$ cat src/sv/crconv_pkg.sv
package crconv_pkg;

    localparam int FRACTION_BITS_DEF = 16;

    localparam int VALUE_W = 64;
    localparam int TIME_W  = 48;
    // product width of a 64-bit magnitude by 1000 (< 2^10)
    localparam int PROD_W  = VALUE_W + 10;

    localparam logic [1:0] KIND_GAUGE    = 2'd0;
    localparam logic [1:0] KIND_COUNTER  = 2'd1;
    localparam logic [1:0] KIND_DERIVE   = 2'd2;
    localparam logic [1:0] KIND_ABSOLUTE = 2'd3;

    localparam logic [1:0] MODE_IGNORE  = 2'd0;
    localparam logic [1:0] MODE_DISCARD = 2'd1;
    localparam logic [1:0] MODE_CLAMP   = 2'd2;

    localparam logic [1:0] STATUS_VALID   = 2'd0;
    localparam logic [1:0] STATUS_NONE    = 2'd1;
    localparam logic [1:0] STATUS_DISCARD = 2'd2;
    localparam logic [1:0] STATUS_SAT     = 2'd3;

    localparam logic [1:0] REG_SOURCE_KIND = 2'd0;
    localparam logic [1:0] REG_RANGE_MODE  = 2'd1;
    localparam logic [1:0] REG_MIN_RATE    = 2'd2;
    localparam logic [1:0] REG_MAX_RATE    = 2'd3;

    localparam logic [63:0] RATE_MIN = 64'h8000_0000_0000_0000;
    localparam logic [63:0] RATE_MAX = 64'h7FFF_FFFF_FFFF_FFFF;
    localparam logic [32:0] WRAP32   = 33'h1_0000_0000;

    typedef enum logic [3:0] {
        ST_IDLE,
        ST_CHECK,
        ST_DIFF,
        ST_MAG,
        ST_MUL1,
        ST_MUL2,
        ST_DIV,
        ST_SAT,
        ST_BOUND,
        ST_OUT
    } state_t;

    typedef struct packed {
        logic [TIME_W-1:0]  sample_time;
        logic [VALUE_W-1:0] sample_value;
        logic               value_present;
    } in_item_t;

    typedef struct packed {
        logic signed [63:0] rate;
        logic [1:0]         status;
    } out_item_t;

endpackage

$ cat src/sv/counter_rate_converter_unit.sv
// Converts timestamped counter samples (ms) into a per-second rate in signed fixed point
// with FRACTION_BITS fraction bits, one result per item. Missing values, refused samples
// and a first counter or derive sample go from the check state straight to output, and
// gauge items through the bound state; other counter, derive and absolute items pass the
// diff, magnitude and two multiply states and a one-bit-per-cycle restoring divider over
// the scaled difference or value, then saturation and bounds. The next item is taken
// only back in idle. s_ready is high only while the unit is idle; the
// output register lets a new item enter while the last result waits. Configuration writes
// are taken at any time but must be issued only while the unit is idle.
module counter_rate_converter_unit
    import crconv_pkg::*;
#(
    parameter int FRACTION_BITS = FRACTION_BITS_DEF
) (
    input  logic       aclk,
    input  logic       aresetn,
    input  logic       s_valid,
    output logic       s_ready,
    input  in_item_t   s_item,
    output logic       m_valid,
    input  logic       m_ready,
    output out_item_t  m_item,
    input  logic       cfg_valid,
    output logic       cfg_ready,
    input  logic [1:0] cfg_index,
    input  logic [63:0] cfg_data
);

    localparam int DIV_W = PROD_W + FRACTION_BITS;
    localparam int CNT_W = $clog2(DIV_W + 1);

    state_t state_reg, state_next;

    logic [1:0]  kind_reg;
    logic [1:0]  mode_reg;
    logic [63:0] min_reg;
    logic [63:0] max_reg;

    in_item_t    item_reg;
    logic [TIME_W-1:0]  prev_time_reg,  prev_time_next;
    logic [VALUE_W-1:0] prev_value_reg, prev_value_next;
    logic               prev_known_reg, prev_known_next;

    logic [TIME_W-1:0]  dt_reg,  dt_next;
    logic [63:0]        d_reg,   d_next;
    logic [63:0]        nd_reg,  nd_next;
    logic               borrow_reg, borrow_next;
    logic [63:0]        mag_reg, mag_next;
    logic               neg_reg, neg_next;
    logic [DIV_W-1:0]   acc_reg, acc_next;
    logic [TIME_W-1:0]  rem_reg, rem_next;
    logic [CNT_W-1:0]   cnt_reg, cnt_next;
    logic [63:0]        rate_reg, rate_next;
    logic [1:0]         status_reg, status_next;
    logic               sat_reg, sat_next;

    logic      m_valid_reg, m_valid_next;
    out_item_t out_reg, out_next;

    logic refused;
    logic early_out;
    logic no_prev;
    logic out_space;
    logic [64:0]      sub_vp;
    logic [PROD_W-1:0] mag_ext;
    logic [PROD_W-1:0] prod;
    logic [TIME_W:0]  rem_sh;
    logic [TIME_W:0]  rem_diff;
    logic             rem_ge;
    logic             q_hi;
    logic [63:0]      q_lo;
    logic             below;
    logic             above;

    assign refused   = (kind_reg != KIND_GAUGE) && (prev_time_reg >= item_reg.sample_time);
    assign early_out = !item_reg.value_present || refused;
    assign no_prev   = ((kind_reg == KIND_COUNTER) || (kind_reg == KIND_DERIVE))
                       && !prev_known_reg;
    assign out_space = !m_valid_reg || m_ready;

    assign sub_vp   = {1'b0, item_reg.sample_value} - {1'b0, prev_value_reg};
    assign mag_ext  = PROD_W'(mag_reg);
    assign prod     = (mag_ext << 10) - (mag_ext << 4);
    assign rem_sh   = {rem_reg, acc_reg[DIV_W-1]};
    assign rem_diff = rem_sh - {1'b0, dt_reg};
    assign rem_ge   = rem_sh >= {1'b0, dt_reg};
    assign q_hi     = (acc_reg >> 64) != '0;
    assign q_lo     = acc_reg[63:0];
    assign below    = $signed(rate_reg) < $signed(min_reg);
    assign above    = !below && ($signed(max_reg) < $signed(rate_reg));

    // next state
    always_comb begin
        state_next = state_reg;
        unique case (state_reg)
            ST_IDLE: begin
                if (s_valid) begin
                    state_next = ST_CHECK;
                end
            end
            ST_CHECK: begin
                if (early_out || no_prev) begin
                    state_next = ST_OUT;
                end else if (kind_reg == KIND_GAUGE) begin
                    state_next = ST_BOUND;
                end else begin
                    state_next = ST_DIFF;
                end
            end
            ST_DIFF:  state_next = ST_MAG;
            ST_MAG:   state_next = ST_MUL1;
            ST_MUL1:  state_next = ST_MUL2;
            ST_MUL2:  state_next = ST_DIV;
            ST_DIV: begin
                if (cnt_reg == CNT_W'(1)) begin
                    state_next = ST_SAT;
                end
            end
            ST_SAT:   state_next = ST_BOUND;
            ST_BOUND: state_next = ST_OUT;
            ST_OUT: begin
                if (out_space) begin
                    state_next = ST_IDLE;
                end
            end
            default:  state_next = ST_IDLE;
        endcase
    end

    // handshake outputs
    always_comb begin
        s_ready   = 1'b0;
        cfg_ready = 1'b1;
        unique case (state_reg)
            ST_IDLE: s_ready = 1'b1;
            default: s_ready = 1'b0;
        endcase
    end

    // datapath
    always_comb begin
        prev_time_next  = prev_time_reg;
        prev_value_next = prev_value_reg;
        prev_known_next = prev_known_reg;
        dt_next     = dt_reg;
        d_next      = d_reg;
        nd_next     = nd_reg;
        borrow_next = borrow_reg;
        mag_next    = mag_reg;
        neg_next    = neg_reg;
        acc_next    = acc_reg;
        rem_next    = rem_reg;
        cnt_next    = cnt_reg;
        rate_next   = rate_reg;
        status_next = status_reg;
        sat_next    = sat_reg;
        out_next    = out_reg;
        m_valid_next = m_valid_reg && !m_ready;

        unique case (state_reg)
            ST_CHECK: begin
                rate_next   = '0;
                status_next = STATUS_NONE;
                sat_next    = 1'b0;
                if (!early_out && (kind_reg == KIND_GAUGE || no_prev)) begin
                    prev_time_next  = item_reg.sample_time;
                    prev_value_next = item_reg.sample_value;
                    prev_known_next = 1'b1;
                end
                if (!early_out && kind_reg == KIND_GAUGE) begin
                    if ((item_reg.sample_value >> (63 - FRACTION_BITS)) != '0) begin
                        sat_next  = 1'b1;
                        rate_next = RATE_MAX;
                    end else begin
                        rate_next = item_reg.sample_value << FRACTION_BITS;
                    end
                end
            end
            ST_DIFF: begin
                dt_next     = item_reg.sample_time - prev_time_reg;
                d_next      = sub_vp[63:0];
                nd_next     = prev_value_reg - item_reg.sample_value;
                borrow_next = sub_vp[64];
                prev_time_next  = item_reg.sample_time;
                prev_value_next = item_reg.sample_value;
                prev_known_next = 1'b1;
            end
            ST_MAG: begin
                neg_next = 1'b0;
                unique case (kind_reg)
                    KIND_COUNTER: begin
                        if (borrow_reg && nd_reg[63:33] == '0
                            && (!nd_reg[32] || nd_reg[31:0] == '0)) begin
                            mag_next = 64'(WRAP32 - nd_reg[32:0]);
                        end else begin
                            mag_next = d_reg;
                        end
                    end
                    KIND_DERIVE: begin
                        mag_next = borrow_reg ? nd_reg : d_reg;
                        neg_next = borrow_reg;
                    end
                    default: mag_next = item_reg.sample_value;
                endcase
            end
            ST_MUL1: begin
                acc_next = DIV_W'(prod);
            end
            ST_MUL2: begin
                acc_next = DIV_W'(acc_reg[PROD_W-1:0] - (mag_ext << 3)) << FRACTION_BITS;
                rem_next = '0;
                cnt_next = CNT_W'(DIV_W);
            end
            ST_DIV: begin
                rem_next = rem_ge ? rem_diff[TIME_W-1:0] : rem_sh[TIME_W-1:0];
                acc_next = {acc_reg[DIV_W-2:0], rem_ge};
                cnt_next = cnt_reg - CNT_W'(1);
            end
            ST_SAT: begin
                if (neg_reg) begin
                    if (q_hi || q_lo > RATE_MIN) begin
                        sat_next  = 1'b1;
                        rate_next = RATE_MIN;
                    end else begin
                        rate_next = 64'd0 - q_lo;
                    end
                end else begin
                    if (q_hi || q_lo[63]) begin
                        sat_next  = 1'b1;
                        rate_next = RATE_MAX;
                    end else begin
                        rate_next = q_lo;
                    end
                end
            end
            ST_BOUND: begin
                status_next = sat_reg ? STATUS_SAT : STATUS_VALID;
                if (mode_reg != MODE_IGNORE && (below || above)) begin
                    if (mode_reg == MODE_CLAMP) begin
                        rate_next = below ? min_reg : max_reg;
                    end else begin
                        rate_next   = '0;
                        status_next = STATUS_DISCARD;
                    end
                end
            end
            ST_OUT: begin
                if (out_space) begin
                    out_next.rate   = rate_reg;
                    out_next.status = status_reg;
                    m_valid_next    = 1'b1;
                end
            end
            default: ;
        endcase
    end

    always_ff @(posedge aclk) begin
        if (!aresetn) begin
            state_reg      <= ST_IDLE;
            m_valid_reg    <= 1'b0;
            kind_reg       <= KIND_GAUGE;
            mode_reg       <= MODE_IGNORE;
            min_reg        <= RATE_MIN;
            max_reg        <= RATE_MAX;
            prev_time_reg  <= '0;
            prev_value_reg <= '0;
            prev_known_reg <= 1'b0;
        end else begin
            state_reg      <= state_next;
            m_valid_reg    <= m_valid_next;
            prev_time_reg  <= prev_time_next;
            prev_value_reg <= prev_value_next;
            prev_known_reg <= prev_known_next;
            if (cfg_valid && cfg_ready) begin
                unique case (cfg_index)
                    REG_SOURCE_KIND: kind_reg <= cfg_data[1:0];
                    REG_RANGE_MODE:  mode_reg <= cfg_data[1:0];
                    REG_MIN_RATE:    min_reg  <= cfg_data;
                    REG_MAX_RATE:    max_reg  <= cfg_data;
                    default: ;
                endcase
            end
        end
    end

    always_ff @(posedge aclk) begin
        if (s_valid && s_ready) begin
            item_reg <= s_item;
        end
        dt_reg     <= dt_next;
        d_reg      <= d_next;
        nd_reg     <= nd_next;
        borrow_reg <= borrow_next;
        mag_reg    <= mag_next;
        neg_reg    <= neg_next;
        acc_reg    <= acc_next;
        rem_reg    <= rem_next;
        cnt_reg    <= cnt_next;
        rate_reg   <= rate_next;
        status_reg <= status_next;
        sat_reg    <= sat_next;
        out_reg    <= out_next;
    end

    assign m_valid = m_valid_reg;
    assign m_item  = out_reg;

endmodule

$ cat config.mk
export PLATFORM = sky130hd
export DESIGN_NAME = counter_rate_converter_unit
export DESIGN_NICKNAME = d
export VERILOG_FILES = /design/src/sv/crconv_pkg.sv /design/src/sv/counter_rate_converter_unit.sv
export SDC_FILE = /design/constraint.sdc
export NUM_CORES = 2
export LEC_CHECK = 0
export ABC_CLOCK_PERIOD_IN_PS = 9730
export BUFFER_PORTS_ARGS = -buffer_cell sky130_fd_sc_hd__buf_2
export CAP_MARGIN = 20
export CORE_MARGIN = 2
export CORE_UTILIZATION = 50
export DETAILED_ROUTE_END_ITERATION = 6
export PLACE_DENSITY = 0.75
export SKIP_LAST_GASP = 1
export SYNTH_ARGS = -nofsm -noshare
export SYNTH_HDL_FRONTEND = slang
export SYNTH_SLANG_ARGS = --single-unit
export TNS_END_PERCENT = 50
$ cat constraint.sdc
create_clock -name aclk -period 9.73 [get_ports aclk]
set_clock_uncertainty 0.1 [all_clocks]
set_input_delay 2.4325 -clock aclk [delete_from_list [all_inputs] [get_ports aclk]]
set_output_delay 2.4325 -clock aclk [all_outputs]
set_load 0.05 [all_outputs]
### Yosys cells after proc, flatten, opt, wreduce, memory -nomap -nowiden

Cells that the tools add are included.

* bits in registers: 883
* bits in latches: 0
* RAM bits: 0
* bits in read-only memories: 0
* input port bits: 184
* output and inout bits: 69
* logic and storage cells: 154
* memories kept: 0

* add/sub/neg operators: 9
* $mul: 0
* div/mod/pow operators: 0
* $lt $le $gt $ge: 5
* equal/unequal tests: 23
* shift operators: 0
* multiplexer cells: 41
* bitwise operators: 0
* reduce and logical (&&, ||, !) cells: 50

Operators with widths (count)
* two-way mux 64 bit: 11
* one-hot mux 90 bit (3 select lines): 1
* one-hot mux 64 bit (2 select lines): 2
* one-hot mux 48 bit (2 select lines): 2
* one-hot mux 64 bit (3 select lines): 1
* less-than comparator 64 bit: 2
* two-way mux 48 bit: 2
* subtractor 48 bit: 2
* nonzero test 90 bit: 1
* subtractor 74 x 67 -> 74 bit: 1
* subtractor 74 x 68 -> 74 bit: 1
* subtractor 64 x 64 -> 65 bit: 1
* > comparator 64 bit, second input constant: 1
* nonzero test 64 bit: 1
* subtractor 1 x 64 -> 64 bit, first input constant: 1
* subtractor 64 bit: 1
* >= comparator 49 x 48 -> 1 bit: 1
* >= comparator 48 bit: 1
* one-hot mux 4 bit (10 select lines): 1
* subtractor 33 x 33 -> 34 bit, first input constant: 1
* zero test 32 bit: 1
* zero test 31 bit: 1
* two-way mux 4 bit: 5
* equality test 4 x 3 -> 1 bit, second input constant: 4
* 23 further kinds: 82

### Longest topological paths before layout

* word-level depth: 7
* depth in mapped cells: 19
* gate-level depth less buffers: 16

### Worst setup path before layout

No wires, ideal clock.

* kind: reg2reg
* start: register state_reg[2]
* end: register acc_reg[18], data pin
* library setup time: 0.346 ns
* arrival time: 8.376 ns
* setup slack: 0.908 ns
* stages on the path, launching flop included: 9
* path buffers: 3
* cell sequence: dfxtp_1 -> clkbuf_1 -> nand2b_1 -> a21oi_1 -> o21ai_0 -> inv_1 -> clkbuf_1 -> buf_1 -> o21ai_0

* cells in the longest elaborated chain, start to end: 2

RTL lines
* from (decl): line counter_rate_converter_unit.sv:32 `state_t state_reg, state_next;`
* from (signal assigned): line counter_rate_converter_unit.sv:270 `state_reg <= state_next;`
* equality test 4 x 3 -> 1 bit: line counter_rate_converter_unit.sv:160 `unique case (state_reg)`
* one-hot mux 90 bit (3 select lines) (*): line counter_rate_converter_unit.sv:160
* named net acc_next[18]: line counter_rate_converter_unit.sv:50 `logic [DIV_W-1:0] acc_reg, acc_next;`
* to (signal assigned): line counter_rate_converter_unit.sv:297 `acc_reg <= acc_next;`
* to (decl): line counter_rate_converter_unit.sv:50

Mark *: on every way through the listed nets, which the timed path passes. The rest lies on a longest branch.
A chain may end at the register's enable or synchronous reset.

### Worst setup path in the final report

* start: register nd_reg[2]
* end: register mag_reg[13], data pin

* cells in the longest elaborated chain, start to end: 5

RTL lines
* from (decl): line counter_rate_converter_unit.sv:46 `logic [63:0] nd_reg, nd_next;`
* from (signal assigned): line counter_rate_converter_unit.sv:293 `nd_reg <= nd_next;`
* branches (longest 3 deep; another with subtractor 33 x 33 -> 34 bit)
* two-way mux 64 bit (*): line counter_rate_converter_unit.sv:192 `if (borrow_reg && nd_reg[63:33] == '0`
* one-hot mux 64 bit (2 select lines) (*): line counter_rate_converter_unit.sv:190 `unique case (kind_reg)`
* to (signal assigned): line counter_rate_converter_unit.sv:295 `mag_reg <= mag_next;`
* to (decl): line counter_rate_converter_unit.sv:48 `logic [63:0] mag_reg, mag_next;`

Mark *: on every way between the ends.

==> impl_metrics.prom <==
# TYPE chip_impl_metric gauge
chip_impl_info{name="run_status",value="complete, no violations"} 1
chip_impl_info{name="startpoint_type",value="register"} 1
chip_impl_metric{name="max_freq",unit="MHz"} 178
chip_impl_metric{name="area_growth",unit="%"} 9.64
chip_impl_metric{name="floorplan.rows",unit=""} 127
chip_impl_metric{name="synth_fp_nets",unit=""} 7544
chip_impl_metric{name="cts_setup_buffers",unit=""} 0
chip_impl_info{name="ys.flop_type",value="edfxtp_1"} 1
chip_impl_metric{name="total_power_density_per_cell_area",unit="nW/um2"} 158
chip_impl_metric{name="port_buffers",unit=""} 251
chip_impl_metric{name="first_global_vias",unit=""} 49700
chip_impl_metric{name="timing.max_cap.violations",unit=""} 0
chip_impl_info{name="layout.cells.most_common",value="nand2_1"} 1
chip_impl_metric{name="final-hold-violation-count",unit=""} 0
chip_impl_metric{name="filler_cell_count",unit=""} 10800
chip_impl_metric{name="die_y",unit="um"} 352
chip_impl_metric{name="peakVddDrop",unit="V"} 0.000151
chip_impl_metric{name="synthXorXnorAreaFrac",unit=""} 0.0511
chip_impl_metric{name="cts.sink_count",unit=""} 882
chip_impl_info{name="synth_top_family_by_area",value="compound AO/OA/AOI/OAI gates"} 1
chip_impl_metric{name="timing_max_transition_violations_final",unit=""} 0
chip_impl_metric{name="finish.instance_area",unit="um2"} 66500
chip_impl_metric{name="stdcell_count",unit=""} 8614
chip_impl_metric{name="grt.overflow.total",unit=""} 0
chip_impl_metric{name="grt_first_pass_wirelength",unit="um"} 290000
chip_impl_metric{name="largest_register_ff_count",unit=""} 113
chip_impl_metric{name="arrival",unit="ns"} 5.99
chip_impl_metric{name="synth.mux.area_fraction",unit=""} 0.0148
chip_impl_metric{name="floorplan.initialDensity",unit=""} 0.505
chip_impl_metric{name="antenna_violating_nets_post_route",unit=""} 0
chip_impl_metric{name="layout.area.seq",unit="um2"} 24000
chip_impl_info{name="clock_tree.root_cell",value="clkbuf_16"} 1
chip_impl_metric{name="vias",unit=""} 52800
chip_impl_info{name="end_kind",value="register"} 1
chip_impl_info{name="grt_setup_unrepaired",value="false"} 1
chip_impl_metric{name="vias_per_cell",unit=""} 6.13
chip_impl_metric{name="postSynthAreaPerCell",unit="um2"} 8.83
chip_impl_metric{name="synth_compound_area_frac",unit=""} 0.228
chip_impl_info{name="hold_path.class",value="reg -> reg"} 1
chip_impl_info{name="layout.cells.most_common_list",value="964 x nand2_1, 632 x edfxtp_1, 536 x a21oi_1, 529 x inv_1, 478 x ha_1"} 1
chip_impl_metric{name="clock_latency",unit="ns"} 0.75
chip_impl_metric{name="postCtsHoldBufs",unit=""} 0
chip_impl_metric{name="grt_max_degree",unit=""} 114
chip_impl_metric{name="synth_edf_count",unit=""} 632
chip_impl_metric{name="final_worst_path_cycle_share",unit=""} 0.578
chip_impl_metric{name="synth-simple-area-share",unit=""} 0.153
chip_impl_metric{name="drive_gt1_frac",unit=""} 0.0860
chip_impl_metric{name="worst_setup_hold_path_clk_slew",unit="ns"} 0.06
chip_impl_metric{name="yosys_warnings",unit=""} 0
chip_impl_metric{name="post_cts.resized_instances",unit=""} 0
chip_impl_metric{name="seq_area_frac_synth",unit=""} 0.395
chip_impl_metric{name="synth.distinct_cells",unit=""} 89
chip_impl_metric{name="yosys.area_share.adder",unit=""} 0.101
chip_impl_metric{name="timing.critical_path.required",unit="ns"} 10.10
chip_impl_metric{name="total_cts_buffers",unit=""} 99
chip_impl_metric{name="core_region_area",unit="um2"} 120000
chip_impl_metric{name="cell_leakage_power",unit="nW"} 26.0
chip_impl_metric{name="multiInputGateArea",unit="um2"} 33300
chip_impl_metric{name="worstPathMaxFanout",unit=""} 61
chip_impl_metric{name="route.final.wire_length",unit="um"} 189000
chip_impl_info{name="worstSetupPathType",value="reg -> reg"} 1
chip_impl_metric{name="drcViolationCount",unit=""} 0
chip_impl_metric{name="placer_congestion_estimate",unit=""} 0.982
chip_impl_metric{name="final-setup-viol-count",unit=""} 0
chip_impl_metric{name="placed_cells",unit=""} 8424
chip_impl_metric{name="fin_setup_tns",unit="ns"} 0
chip_impl_metric{name="detailed_place_hpwl",unit="um"} 141000
chip_impl_metric{name="period_minus_slack",unit="ns"} 5.62
chip_impl_metric{name="drt_pre_antenna_iters",unit=""} 6
chip_impl_metric{name="clk_path_buf_depth",unit=""} 3
chip_impl_metric{name="grt_antenna_before_repair",unit=""} 12
chip_impl_metric{name="postPlaceCellArea",unit="um2"} 63000
chip_impl_metric{name="htreeDepth",unit=""} 3
chip_impl_metric{name="dr.first_iter.drc_count",unit=""} 5722
chip_impl_metric{name="worst-slew-pin-transition",unit="ns"} 1.12
chip_impl_metric{name="post_synth_inst_count",unit=""} 6875
chip_impl_info{name="tritoncts",value="yes"} 1
chip_impl_metric{name="post_synth_instance_area",unit="um2"} 60700
chip_impl_metric{name="ys_seq_elements",unit=""} 882
chip_impl_metric{name="chipWidth",unit="um"} 352
chip_impl_metric{name="fin_nets",unit=""} 7583
chip_impl_metric{name="groute.usage.overall",unit=""} 0.295
chip_impl_metric{name="max-slew-margin-rel",unit=""} 0.245
chip_impl_metric{name="post_drt_wl_per_cell",unit="um"} 21.9
chip_impl_metric{name="dieArea",unit="um2"} 124000
chip_impl_metric{name="synth-async-reset-ratio",unit=""} 0
chip_impl_metric{name="ioPinCount",unit=""} 253
==> final timing paths <==
path	cells after the start	end	from	slack, ns
max	15	mag_reg[13]	nd_reg[2]	4.11
max reg2reg	15	mag_reg[13]	nd_reg[2]	4.11
min	0	m_item[1]	status_reg[1]	0.33
min reg2reg	0	m_item[1]	status_reg[1]	0.33
==> power by group <==
group          internal (W)  switching (W)
Clock               0.00242        0.00167
Sequential          0.00431       0.000184
Combinational      0.000703        0.00121
==> routing by layer <==
layer	global-route usage	part of all wire
met1	0.410	0.43
met2	0.450	0.43
met4	0.118	0.041
met3	0.0587	0.094
met5	0	0.00019
==> area by class of cell <==
class	instances	share of cell area
clock buffers	126	0.0409
inverters	533	0.0302
multi-input cells	5099	0.501
clock inverters	62	0.0123
repair buffers	299	0.0247
well taps	1612	0.0303
flip-flops and latches	882	0.360
diodes	1	0.0000376
==> synthesized netlist by cell type, types with 52 or more instances <==
cell type,count,area [um2]
nand4_1,106,663
ha_1,480,6010
a21o_1,242,1820
xor2_1,131,1150
o21ai_0,456,2280
nor2_1,368,1380
o211ai_1,52,390
inv_1,532,2000
nand3_1,153,766
clkbuf_1,313,1170
o21a_1,65,488
dfxtp_1,250,5000
a221o_1,73,731
a21boi_0,207,1550
a21oi_1,537,2690
a31oi_1,95,594
nor3_1,117,586
nand2_1,964,3620
xnor2_1,223,1950
o21bai_1,71,533
edfxtp_1,632,19000
mux2_2,63,709
nor2b_1,62,388
==> cell families after synthesis <==
group                      Yosys count
AOI/OAI and AO/OA                 2134
other                                1
DFF                                882
muxes                               82
and+or+nand+nor                   2043
xor gates and xnor gates           354
buffers and inverters              894
adders and majority gates          485
==> worst max-delay path, stage by stage, from the launching register on <==
cell      delay, ns
edfxtp_1       0.47
or4_4          0.60
nor4_1         0.77
nand3_1        0.34
or4_1          0.61
nor3_1         0.22
nand2_1        0.09
ha_1           0.18
nor4b_1        0.22
nand4_1        0.16
or4_1          0.57
buf_4          0.31
nand2_1        0.13
o21ai_0        0.10
a221oi_1       0.37
a21oi_1        0.07
==> per-stage QoR <==
step | total power (W) | hold slack (ns) | utilization | setup slack [ns]
floorplan | 0.00582 | 0.300 | - | 0.908
global route | 0.0109 | 0.336 | 0.554 | 3.82
global placement | 0.00639 | 0.309 | 0.524 | 4.33
CTS | 0.0105 | 0.335 | 0.554 | 4.25
finish | 0.0105 | 0.328 | 0.554 | 4.11
detailed placement | 0.00643 | 0.322 | 0.524 | 4.27
(Power assumes the default switching activity.)
